File: config.mk
export PLATFORM = sky130hd
export DESIGN_NAME = gyro_offset_calibrate_correct
export DESIGN_NICKNAME = d
export VERILOG_FILES = /design/src/hw/rtl/goc_pkg.sv /design/src/hw/rtl/goc_ctrl.sv /design/src/hw/rtl/goc_lane.sv /design/src/hw/rtl/goc_merge.sv /design/src/hw/rtl/goc_obuf.sv /design/src/hw/rtl/gyro_offset_calibrate_correct.sv
export VERILOG_INCLUDE_DIRS = /design/src /design/src/hw/rtl
export SDC_FILE = /design/constraint.sdc
export NUM_CORES = 1
export LEC_CHECK = 0
export BUFFER_PORTS_ARGS = -buffer_cell sky130_fd_sc_hd__buf_2
export CORE_UTILIZATION = 38
export CTS_BUF_LIST = sky130_fd_sc_hd__clkbuf_4 sky130_fd_sc_hd__clkbuf_8
export CTS_CLUSTER_SIZE = 12
export DETAILED_ROUTE_END_ITERATION = 12
export PLACE_DENSITY = 0.56
export SETUP_SLACK_MARGIN = 0.2
export SYNTH_ARGS = -nofsm -noshare
export SYNTH_HDL_FRONTEND = slang
export SYNTH_HIERARCHICAL = 1
export SYNTH_SLANG_ARGS = --single-unit
File: constraint.sdc
create_clock -name clk -period 12.9 [get_ports clk]
set_input_delay 1.29 -clock clk [delete_from_list [all_inputs] [get_ports clk]]
set_output_delay 1.29 -clock clk [all_outputs]
set_load 0.05 [all_outputs]
File: src/hw/rtl/gyro_offset_calibrate_correct_macros.svh
// Assertion macros shared by the gyro offset calibration RTL.
`ifndef GYRO_OFFSET_CALIBRATE_CORRECT_MACROS_SVH
`define GYRO_OFFSET_CALIBRATE_CORRECT_MACROS_SVH

// Check a property outside reset.
`define GOC_ASSERT(lbl, clk, rst_n, prop, msg) \
	lbl: assert property (@(posedge clk) disable iff (!(rst_n)) (prop)) else $error(msg);

// Check a property at every edge, reset included.
`define GOC_ASSERT_ALWAYS(lbl, clk, prop, msg) \
	lbl: assert property (@(posedge clk) (prop)) else $error(msg);

`endif

File: src/hw/rtl/goc_pkg.sv
package goc_pkg;

	// Fixed field widths of the result and the config index
	localparam int RATE_W    = 11;
	localparam int PROG_W    = 6;
	localparam int CFG_IDX_W = 3;
	// Width that holds any offset difference and its negation
	localparam int SAT_W     = 17;
	localparam logic signed [SAT_W-1:0] RATE_LIMIT = 17'sd1023;

	// Request type codes
	localparam logic REQ_CAL  = 1'b0;
	localparam logic REQ_MEAS = 1'b1;

	// Configuration register indexes
	typedef enum logic [CFG_IDX_W-1:0] {
		REG_ROLL_REV   = 3'd0,
		REG_PITCH_REV  = 3'd1,
		REG_YAW_REV    = 3'd2,
		REG_VERTICAL   = 3'd3,
		REG_BOARD_POL  = 3'd4
	} reg_idx_t;

	typedef struct packed {
		logic roll_rev;
		logic pitch_rev;
		logic yaw_rev;
		logic vertical;
		logic board_pol;
	} cfg_t;

	// Calibration control from the sequencer to every lane
	typedef struct packed {
		logic cal;    // calibration item transferred this cycle
		logic start;  // item opens a new run
		logic done;   // item completes the run
	} cal_ctl_t;

	typedef struct packed {
		logic signed [RATE_W-1:0] roll_rate;
		logic signed [RATE_W-1:0] pitch_rate;
		logic signed [RATE_W-1:0] yaw_rate;
		logic                     calibrated;
		logic [PROG_W-1:0]        cal_progress;
	} result_t;

	// Negate on request and clamp to the rate range
	function automatic logic signed [RATE_W-1:0] sign_sat(
		input logic signed [SAT_W-1:0] d,
		input logic                    negate
	);
		logic signed [SAT_W-1:0] r;
		r = negate ? -d : d;
		if (r > RATE_LIMIT) begin
			r = RATE_LIMIT;
		end else if (r < -RATE_LIMIT) begin
			r = -RATE_LIMIT;
		end
		return r[RATE_W-1:0];
	endfunction

endpackage

File: src/hw/rtl/goc_ctrl.sv
module goc_ctrl import goc_pkg::*; #(
	parameter int CAL_SAMPLES_LOG2 = 5
) (
	input  logic                      clk,
	input  logic                      arst_n,
	input  logic                      accept,
	input  logic                      req_type,
	output cal_ctl_t                  ctl,
	output logic                      calibrated_nxt,
	output logic [PROG_W-1:0]         progress_nxt,
	output logic [CAL_SAMPLES_LOG2:0] cal_count,
	output logic                      calibrated
);

	localparam int CNT_W = CAL_SAMPLES_LOG2 + 1;
	localparam logic [CNT_W-1:0] CAL_TOTAL = CNT_W'(1) << CAL_SAMPLES_LOG2;

	logic [CNT_W-1:0] cnt_q;
	logic [CNT_W-1:0] cnt_inc;
	logic [CNT_W-1:0] cnt_nxt;
	logic             flag_q;
	logic             is_cal;
	logic             start;
	logic             done;
	logic [31:0]      cnt_ext;

	// Decide run start and completion for a calibration transfer
	always_comb begin
		is_cal  = accept && (req_type == REQ_CAL);
		start   = (cnt_q == '0) || (cnt_q == CAL_TOTAL);
		cnt_inc = (start ? '0 : cnt_q) + CNT_W'(1);
		done    = (cnt_inc == CAL_TOTAL);
		cnt_nxt = is_cal ? cnt_inc : cnt_q;
		if (is_cal) begin
			calibrated_nxt = done ? 1'b1 : (start ? 1'b0 : flag_q);
		end else begin
			calibrated_nxt = flag_q;
		end
		ctl = '{cal: is_cal, start: start, done: done};
	end

	// Report the count after this item, cut to the progress field
	assign cnt_ext      = 32'(cnt_nxt);
	assign progress_nxt = cnt_ext[PROG_W-1:0];

	// Advance run state
	always_ff @(posedge clk or negedge arst_n) begin
		if (!arst_n) begin
			cnt_q  <= '0;
			flag_q <= 1'b0;
		end else begin
			cnt_q  <= cnt_nxt;
			flag_q <= calibrated_nxt;
		end
	end

	assign cal_count  = cnt_q;
	assign calibrated = flag_q;

endmodule

File: src/hw/rtl/goc_lane.sv
module goc_lane import goc_pkg::*; #(
	parameter int CAL_SAMPLES_LOG2 = 5,
	parameter int ADC_BITS         = 10
) (
	input  logic                       clk,
	input  logic                       arst_n,
	input  cal_ctl_t                   ctl,
	input  logic [ADC_BITS-1:0]        sample,
	output logic signed [ADC_BITS:0]   diff
);

	localparam int SUM_W = ADC_BITS + CAL_SAMPLES_LOG2;

	logic [SUM_W-1:0]    sum_q;
	logic [SUM_W-1:0]    sum_nxt;
	logic [ADC_BITS-1:0] offset_q;

	// Restart or extend the channel sum
	assign sum_nxt = (ctl.start ? '0 : sum_q) + SUM_W'(sample);

	// Hold sum and offset; clear offset on run start, load mean on completion
	always_ff @(posedge clk or negedge arst_n) begin
		if (!arst_n) begin
			sum_q    <= '0;
			offset_q <= '0;
		end else if (ctl.cal) begin
			sum_q <= sum_nxt;
			if (ctl.done) begin
				offset_q <= sum_nxt[SUM_W-1:CAL_SAMPLES_LOG2];
			end else if (ctl.start) begin
				offset_q <= '0;
			end
		end
	end

	// Remove the zero offset
	assign diff = $signed({1'b0, sample}) - $signed({1'b0, offset_q});

endmodule

File: src/hw/rtl/goc_merge.sv
module goc_merge import goc_pkg::*; #(
	parameter int ADC_BITS = 10
) (
	input  logic                     req_type,
	input  cfg_t                     cfg,
	input  logic signed [ADC_BITS:0] roll_diff,
	input  logic signed [ADC_BITS:0] pitch_diff,
	input  logic signed [ADC_BITS:0] yaw_diff,
	input  logic                     calibrated,
	input  logic [PROG_W-1:0]        cal_progress,
	output result_t                  res
);

	logic signed [SAT_W-1:0] roll_ext;
	logic signed [SAT_W-1:0] pitch_ext;
	logic signed [SAT_W-1:0] yaw_ext;
	logic                    neg_roll;
	logic                    neg_pitch;

	assign roll_ext  = SAT_W'(roll_diff);
	assign pitch_ext = SAT_W'(pitch_diff);
	assign yaw_ext   = SAT_W'(yaw_diff);

	// Board polarity flips roll and pitch; vertical mount flips pitch back
	assign neg_roll  = (cfg.roll_rev == cfg.board_pol);
	assign neg_pitch = cfg.vertical ? (cfg.pitch_rev != cfg.board_pol)
	                                : (cfg.pitch_rev == cfg.board_pol);

	// Route lanes to axes and apply signs; calibration items give zero rates
	always_comb begin
		res.calibrated   = calibrated;
		res.cal_progress = cal_progress;
		if (req_type == REQ_CAL) begin
			res.roll_rate  = '0;
			res.pitch_rate = '0;
			res.yaw_rate   = '0;
		end else begin
			res.roll_rate = sign_sat(roll_ext, neg_roll);
			if (cfg.vertical) begin
				res.pitch_rate = sign_sat(yaw_ext, neg_pitch);
				res.yaw_rate   = sign_sat(pitch_ext, cfg.yaw_rev);
			end else begin
				res.pitch_rate = sign_sat(pitch_ext, neg_pitch);
				res.yaw_rate   = sign_sat(yaw_ext, cfg.yaw_rev);
			end
		end
	end

endmodule

File: src/hw/rtl/goc_obuf.sv
module goc_obuf import goc_pkg::*; (
	input  logic    clk,
	input  logic    arst_n,
	input  logic    in_valid,
	output logic    in_ready,
	input  result_t in_data,
	output logic    out_valid,
	input  logic    out_ready,
	output result_t out_data
);

	result_t    mem_q [2];
	logic       wr_ptr_q;
	logic       rd_ptr_q;
	logic [1:0] cnt_q;
	logic       push;
	logic       pop;

	assign in_ready  = (cnt_q != 2'd2);
	assign out_valid = (cnt_q != 2'd0);
	assign push      = in_valid && in_ready;
	assign pop       = out_valid && out_ready;
	assign out_data  = mem_q[rd_ptr_q];

	// Store results
	always_ff @(posedge clk) begin
		if (push) begin
			mem_q[wr_ptr_q] <= in_data;
		end
	end

	// Track fill level and pointers
	always_ff @(posedge clk or negedge arst_n) begin
		if (!arst_n) begin
			wr_ptr_q <= 1'b0;
			rd_ptr_q <= 1'b0;
			cnt_q    <= 2'd0;
		end else begin
			if (push) begin
				wr_ptr_q <= ~wr_ptr_q;
			end
			if (pop) begin
				rd_ptr_q <= ~rd_ptr_q;
			end
			case ({push, pop})
				2'b10:   cnt_q <= cnt_q + 2'd1;
				2'b01:   cnt_q <= cnt_q - 2'd1;
				default: cnt_q <= cnt_q;
			endcase
		end
	end

endmodule

File: src/hw/rtl/gyro_offset_calibrate_correct.sv
// Three-axis gyro zero-offset calibration and rate correction. Each transfer
// carries one raw ADC sample for roll, pitch and yaw. Calibration items
// (req_type 0) are summed per axis; the first of a run clears sums, offsets
// and the calibrated flag, and after 2^CAL_SAMPLES_LOG2 items each offset
// becomes the mean and calibrated is set. Their result has zero rates.
// Measurement items (req_type 1) return sample minus offset, signed by the
// reverse bits and board polarity, with pitch and yaw sources swapped in
// vertical mode, clamped to +/-1023. Rate: one item per cycle while the
// output buffer has room; the three axis lanes and the state update finish
// in the accept cycle, and each result is written to the output buffer. A
// two-entry output buffer keeps input transfers flowing while at most one
// result waits; input ready drops only when both entries are full.
// Configuration writes are always ready and take effect on the next item.
`include "gyro_offset_calibrate_correct_macros.svh"

module gyro_offset_calibrate_correct import goc_pkg::*; #(
	parameter int CAL_SAMPLES_LOG2 = 5,
	parameter int ADC_BITS         = 10
) (
	input  logic                     clk,
	input  logic                     arst_n,
	input  logic                     in_valid,
	output logic                     in_ready,
	input  logic                     req_type,
	input  logic [ADC_BITS-1:0]      roll_sample,
	input  logic [ADC_BITS-1:0]      pitch_sample,
	input  logic [ADC_BITS-1:0]      yaw_sample,
	output logic                     out_valid,
	input  logic                     out_ready,
	output logic signed [RATE_W-1:0] roll_rate,
	output logic signed [RATE_W-1:0] pitch_rate,
	output logic signed [RATE_W-1:0] yaw_rate,
	output logic                     calibrated,
	output logic [PROG_W-1:0]        cal_progress,
	input  logic                     cfg_valid,
	output logic                     cfg_ready,
	input  logic [CFG_IDX_W-1:0]     cfg_index,
	input  logic                     cfg_data
);

	localparam int CNT_W = CAL_SAMPLES_LOG2 + 1;
	localparam logic [CNT_W-1:0] CAL_TOTAL = CNT_W'(1) << CAL_SAMPLES_LOG2;

	cfg_t                    cfg_q;
	cal_ctl_t                ctl;
	logic                    accept;
	logic                    calibrated_nxt;
	logic [PROG_W-1:0]       progress_nxt;
	logic [CNT_W-1:0]        cal_count_q;
	logic                    calibrated_q;
	logic signed [ADC_BITS:0] roll_diff;
	logic signed [ADC_BITS:0] pitch_diff;
	logic signed [ADC_BITS:0] yaw_diff;
	result_t                 res;
	result_t                 out_res;

	assign accept    = in_valid && in_ready;
	assign cfg_ready = 1'b1;

	// Write configuration registers; drop unknown indexes
	always_ff @(posedge clk or negedge arst_n) begin
		if (!arst_n) begin
			cfg_q <= '0;
		end else if (cfg_valid) begin
			case (cfg_index)
				REG_ROLL_REV:  cfg_q.roll_rev  <= cfg_data;
				REG_PITCH_REV: cfg_q.pitch_rev <= cfg_data;
				REG_YAW_REV:   cfg_q.yaw_rev   <= cfg_data;
				REG_VERTICAL:  cfg_q.vertical  <= cfg_data;
				REG_BOARD_POL: cfg_q.board_pol <= cfg_data;
				default:       cfg_q           <= cfg_q;
			endcase
		end
	end

	// Run sequencer
	goc_ctrl #(
		.CAL_SAMPLES_LOG2(CAL_SAMPLES_LOG2)
	) u_ctrl (
		.clk           (clk),
		.arst_n        (arst_n),
		.accept        (accept),
		.req_type      (req_type),
		.ctl           (ctl),
		.calibrated_nxt(calibrated_nxt),
		.progress_nxt  (progress_nxt),
		.cal_count     (cal_count_q),
		.calibrated    (calibrated_q)
	);

	// One lane per gyro channel
	goc_lane #(
		.CAL_SAMPLES_LOG2(CAL_SAMPLES_LOG2),
		.ADC_BITS        (ADC_BITS)
	) u_lane_roll (
		.clk   (clk),
		.arst_n(arst_n),
		.ctl   (ctl),
		.sample(roll_sample),
		.diff  (roll_diff)
	);

	goc_lane #(
		.CAL_SAMPLES_LOG2(CAL_SAMPLES_LOG2),
		.ADC_BITS        (ADC_BITS)
	) u_lane_pitch (
		.clk   (clk),
		.arst_n(arst_n),
		.ctl   (ctl),
		.sample(pitch_sample),
		.diff  (pitch_diff)
	);

	goc_lane #(
		.CAL_SAMPLES_LOG2(CAL_SAMPLES_LOG2),
		.ADC_BITS        (ADC_BITS)
	) u_lane_yaw (
		.clk   (clk),
		.arst_n(arst_n),
		.ctl   (ctl),
		.sample(yaw_sample),
		.diff  (yaw_diff)
	);

	// Combine lanes into axis rates
	goc_merge #(
		.ADC_BITS(ADC_BITS)
	) u_merge (
		.req_type    (req_type),
		.cfg         (cfg_q),
		.roll_diff   (roll_diff),
		.pitch_diff  (pitch_diff),
		.yaw_diff    (yaw_diff),
		.calibrated  (calibrated_nxt),
		.cal_progress(progress_nxt),
		.res         (res)
	);

	// Result buffer
	goc_obuf u_obuf (
		.clk      (clk),
		.arst_n   (arst_n),
		.in_valid (in_valid),
		.in_ready (in_ready),
		.in_data  (res),
		.out_valid(out_valid),
		.out_ready(out_ready),
		.out_data (out_res)
	);

	assign roll_rate    = out_res.roll_rate;
	assign pitch_rate   = out_res.pitch_rate;
	assign yaw_rate     = out_res.yaw_rate;
	assign calibrated   = out_res.calibrated;
	assign cal_progress = out_res.cal_progress;

	`GOC_ASSERT(a_flag_needs_full_run, clk, arst_n, calibrated_q |-> (cal_count_q == CAL_TOTAL), "calibrated without a full run")
	`GOC_ASSERT(a_count_in_range, clk, arst_n, cal_count_q <= CAL_TOTAL, "calibration count past run length")
	`GOC_ASSERT(a_meas_keeps_run, clk, arst_n, (accept && (req_type == REQ_MEAS)) |=> ($stable(cal_count_q) && $stable(calibrated_q)), "measurement disturbed the run")
	`GOC_ASSERT_ALWAYS(a_reset_clears, clk, !arst_n |-> (!out_valid && (cal_count_q == '0) && !calibrated_q), "state not cleared in reset")

endmodule
After elaboration in Yosys (flattened, before gate mapping)
Memories as Yosys holds them, arrays and structs flattened.
Cells that the tools add are included.
Storage, ports and cells
  flip-flop bits (word level): 91
  bits in latches: 0
  RAM bits: 80
  memory bits (read-only): 0
  bits of input ports: 40
  output and inout port bits: 43
  word-level logic and storage cells: 102
  memories: 1
Memories
  u_obuf.mem_q: words 2, width 40, rd ports 1, clocked after memory_dff 0, write ports 1, RTL line goc_obuf.sv:12  | result_t mem_q [2];
Cells by class
  $add $sub $neg: 12
  multiply operators: 0
  divide/modulo/power cells: 0
  magnitude comparators: 10
  equal/unequal tests: 12
  shifts and indexed selects: 0
  muxes and demuxes: 33
  bitwise logic cells: 3
  reductions and logical operators: 15
Operators with widths (count)
  11-bit 2-to-1 mux: 10
  17-bit by 11-bit greater-than comparator with 1-bit output (second input constant): 5
  17-bit by 11-bit less-than comparator with 1-bit output (second input constant): 5
  17-bit 2-to-1 mux: 5
  11-bit negator with 17-bit output: 3
  15-bit by 10-bit adder with 15-bit output: 3
  15-bit 2-to-1 mux: 3
  10-bit 2-to-1 mux: 4
  33-bit 2-to-1 mux: 1
  10-bit by 10-bit subtractor with 11-bit output: 3
  22-bit 2-to-1 mux: 1
  6-bit == test (second input constant): 2
  6-bit 2-to-1 mux: 2
  2-bit AND reduction: 6
  6-bit by 1-bit adder with 6-bit output (second input constant): 1
  3-bit by 2-bit == test with 1-bit output (second input constant): 2
  6-bit zero test: 1
  1-bit 2-to-1 mux: 6
  2-bit nonzero test: 3
  2-bit case mux with 2 select lines: 1
  3-bit by 1-bit == test with 1-bit output (second input constant): 1
  3-bit == test (second input constant): 1
  1-bit logical AND: 3
  3-bit zero test: 1
  9 further kinds: 12

Depth between registers and ports, before layout
  word-level depth: 8
  depth in mapped cells: 19
  mapped depth without buffers: 16

Modules after synthesis
The synthesis kept the hierarchy.
Modules (own cells, without submodules)
  goc_lane (u_lane_pitch ...): instances 2, cells an instance 248, area an instance 2195.9 um^2, sequential area each 625.6 um^2
  goc_obuf: instances 1, cells an instance 142, area an instance 3104.2 um^2, sequential area each 2502.4 um^2
  goc_merge: instances 1, cells an instance 396, area an instance 2496.1 um^2, sequential area each 0.0 um^2
  goc_lane (u_lane_yaw): instances 1, cells an instance 231, area an instance 2058.2 um^2, sequential area each 625.6 um^2
  goc_ctrl: instances 1, cells an instance 41, area an instance 399.1 um^2, sequential area each 175.2 um^2
  gyro_offset_calibrate_correct: instances 1, cells an instance 18, area an instance 271.5 um^2, sequential area each 125.1 um^2

Worst setup path before layout
OpenSTA, ideal clock, no wires.
  kind: input -> register
  from: input port yaw_sample[0]
  to: memory u_obuf/mem_q[0][11] (netlist bit) (data pin)
  library setup time: 0.266 ns
  arrival time: 4.288 ns
  required time: 12.634 ns
  slack: 8.347 ns
  stages: 17
  path buffers: 1
  path through: inv_1 ha_1 fa_1 nor2b_1 o21a_1 o21ai_0 nand2b_1 a21oi_1 xnor2_1 buf_2 or4_1 o41ai_2 xnor2_1 nor4_1 a31oi_1 nor2_1 nor4_1
RTL lines
  from (decl): RTL line gyro_offset_calibrate_correct.sv:27  | input logic [ADC_BITS-1:0] yaw_sample,
  to (decl): RTL line goc_obuf.sv:12

==> run summary <==
status - finished clean
post-cts sizing count - 0
Die W - 185.0 um
slew of the pin with the lowest slew margin - 1085 ps
placed cell area - 13350 sq um
die area - 34210 sq um
CTS tree - yes
Design Area, Final - 13800 sq um
Detailed Place HPWL - 23610 um
largest net degree at the start of global routing - 53
commonest non-fill, non-tap cells in the layout - dfrtp_1, buf_2, nand2_1, edfxtp_1
startpoint types - input port
die height - 185.0 um
drt first pass iters - 5
Global Route Usage Sum - 0.1924
Worst R2R Path Depth - 13
cts bufs inserted - 17
RSZ-0062 raised after global routing - false
clock root buffer - clkbuf_8
initial DRC count - 607
Final Core Density - 0.4220
CTS sink cnt - 171
P_leak - 5.391 nW
YS warnings - 6
Clock Latency Late Sink - 490 ps
share of post-route cells with drive strength above 1 - 0.1659
Peak Freq - 0.2100 GHz
vias in the first global route - 9472
Syn Nets - 1436
Setup Viol. Count Final - 0
Reg power frac - 0.246
CP endpoint - u_obuf/mem_q[0][15]
CP max FO - 8
max-cap check violation count - 0
synthesized area per cell - 9.608 sq um
ys async rst share - 0.5322
I/O Buffers - 81
DRC Markers - 0
clk_skew - 23.54 ps
CORE AREA - 32700 sq um
Sum Neg Setup Slack - 0 ps
CTS clk-pin slew, worst paths - 100 ps
Non-Filler Instances - 1811
R2R Setup Slk - 8550 ps
origin of the worst setup path - yaw_sample[0]
minimum clock period - 4762 ps
Psw - 0.001860 W
Comb pwr share - 0.639
Synth Register Bits - 171
footprint of the multi-input gates - 7341 sq um
Clock Tree Buf Depth - 2
Via density - 5.585
cts hold-fix bufs - 0
Switching Share - 0.4921
via count - 10115
Post-Synthesis Cells - 1324
final count of hold timing violations - 0
RePlAce Congestion - 0.9026
Routed WL - 32290 um
Post-CTS Setup Bufs - 0
Initial Util - 0.3890
most common cell after layout, fill and taps aside - dfrtp_1
slew margin rel. - 0.2770
cell internal pwr - 0.001920 W
first-pass GRT wire length - 51200 um
Power Dens Cells - 273.9 nW/um^2
worst hold path type - register to register
drt wl/cell - 17.83 um
num ports - 83
crit share post-route - 0.3691
placed insts - 1778
Post-synth EDFFs - 80
cell area after synthesis - 12720 sq um
CP Capture Type - register
Max Transition Viols Final - 0
clock share of power - 0.116
filler cell count - 3217
FF-to-FF Start - u_ctrl/cal_count[0]
Synth cell types - 95
Area growth, synth to finish - 8.479%
CP arrival - 5000 ps
Crit Path Category - input port to register
nets@finish - 1467
Worst Path Required - 13140 ps
antenna violations before repair - 1
global route overflow - 0
H-tree depth - 4
num rows - 66
storage element area - 4681 sq um
VDD IR max - 0.0001374 V
Crit Reg-Reg Endpoint - u_lane_pitch/sum_q[10]
Top FF cell, synth - dfrtp_1
ANT nets after route - 0
post-synthesis sequential area ratio - 0.3679
power groups by stage:
stage,clock (W),sequential (W),combinational (W)
after global routing,0.000475,0.000954,0.00263
after CTS,0.000455,0.000929,0.00241
after floorplan,0,0.000909,0.00195
after detailed placement,0,0.000941,0.00240
after global placement,0,0.000933,0.00240
final,0.000437,0.000929,0.00241
logic make-up after synthesis:
| logic type | share of synthesized area |
|---|---|
| AOI/OAI and AO/OA | 0.1854 |
| buffers and inverters | 0.05577 |
| muxes | 0.06875 |
| xor gates and xnor gates | 0.06698 |
| and+or+nand+nor | 0.1806 |
| adders and majority gates | 0.07436 |
| DFF | 0.3679 |
| other | 0.0002948 |
flip-flops by register name, indices dropped and copies added (netlist names):
| name | flops |
|---|---|
| u_lane_roll/offset_q | 10 |
| u_lane_roll/sum_q | 15 |
| u_lane_yaw/sum_q | 15 |
| cfg_q | 5 |
| u_lane_yaw/offset_q | 10 |
| u_obuf/mem_q | 80 |
| u_lane_pitch/sum_q | 15 |
| u_ctrl/calibrated | 1 |
| u_obuf/wr_ptr_q | 1 |
| u_obuf/cnt_q | 2 |
| u_ctrl/cal_count | 6 |
| u_obuf/rd_ptr_q | 1 |
| u_lane_pitch/offset_q | 10 |
layer usage:
layer	vias to the layer above	track usage	share of wire
met3	23	0.03185	0.040
met1	4902	0.2593	0.47
met5	-	0	0
met2	239	0.3179	0.48
li1	4951	-	-
met4	0	0.05124	0.014
cell usage after synthesis, types with 8 or more instances:
library cell | number | share of area
a21o_1 | 13 | 0.0077
a21oi_1 | 67 | 0.026
or4_1 | 9 | 0.0053
mux2_2 | 63 | 0.056
nand4_1 | 9 | 0.0044
nor2b_1 | 58 | 0.029
buf_2 | 11 | 0.0043
o211ai_1 | 12 | 0.0071
and3_1 | 12 | 0.0059
a211oi_1 | 15 | 0.0089
buf_6 | 9 | 0.0080
inv_1 | 76 | 0.022
buf_4 | 11 | 0.0065
a22o_1 | 16 | 0.011
nor2_1 | 75 | 0.022
nor3b_1 | 8 | 0.0047
a31oi_1 | 13 | 0.0064
a221oi_1 | 9 | 0.0062
nand2_1 | 80 | 0.024
nand2b_1 | 16 | 0.0079
clkbuf_1 | 44 | 0.013
nor4_1 | 14 | 0.0069
o21ai_1 | 9 | 0.0035
o31ai_1 | 12 | 0.0071
o22a_1 | 10 | 0.0069
o21a_1 | 12 | 0.0071
dfrtp_1 | 91 | 0.18
xor2_1 | 32 | 0.022
edfxtp_1 | 80 | 0.19
nand3_1 | 35 | 0.014
ha_1 | 66 | 0.065
xnor2_1 | 58 | 0.040
o21ai_0 | 59 | 0.023
and2_1 | 9 | 0.0044
nor3_1 | 44 | 0.017
worst min path at each step:
stage	from	end	slack [ps]	cells after the start
finish	u_lane_roll/sum_q[4]	u_lane_roll/sum_q[4]	490	1
global route	u_lane_roll/sum_q[4]	u_lane_roll/sum_q[4]	500	1
CTS	u_lane_roll/sum_q[4]	u_lane_roll/sum_q[4]	500	1
detailed placement	u_lane_roll/sum_q[4]	u_lane_roll/sum_q[4]	470	1
global placement	u_lane_roll/offset_q[7]	u_lane_roll/offset_q[7]	460	2
floorplan	u_lane_pitch/sum_q[4]	u_lane_pitch/sum_q[4]	450	1
per-stage QoR:
| stage | hold WS [ps] | total power (W) | setup WS (ps) |
|---|---|---|---|
| CTS | 496.2 | 0.003794 | 8246 |
| global placement | 464.9 | 0.003329 | 7776 |
| detailed placement | 472.0 | 0.003338 | 7720 |
| global route | 504.7 | 0.004063 | 7974 |
| finish | 490.7 | 0.003780 | 8138 |
| floorplan | 448.6 | 0.002857 | 8347 |
critical path, cell delays in order:
cell and delay [ps]:
buf_2 90, inv_1 40, ha_1 220, fa_1 410, nor2b_1 130, o21a_1 150
o21ai_0 100, nand2b_1 90, a21oi_1 80, xnor2_1 670, nor4_4 160, nand2_1 150
mux2_1 330, a32o_1 250, a31oi_1 310, nor2_1 140, nor4_1 390
layout make-up:
| cell class | count | share of cell area |
|---|---|---|
| Tap cell | 442 | 0.04008 |
| Clock inverter | 15 | 0.01541 |
| Clock buffer | 17 | 0.01696 |
| Inverter | 76 | 0.02067 |
| Antenna cell | 1 | 0.0001813 |
| Sequential cell | 171 | 0.3392 |
| Multi-Input combinational cell | 997 | 0.5320 |
| Timing Repair Buffer | 92 | 0.03554 |
No activity file was read; power rests on OpenSTA's default activity.
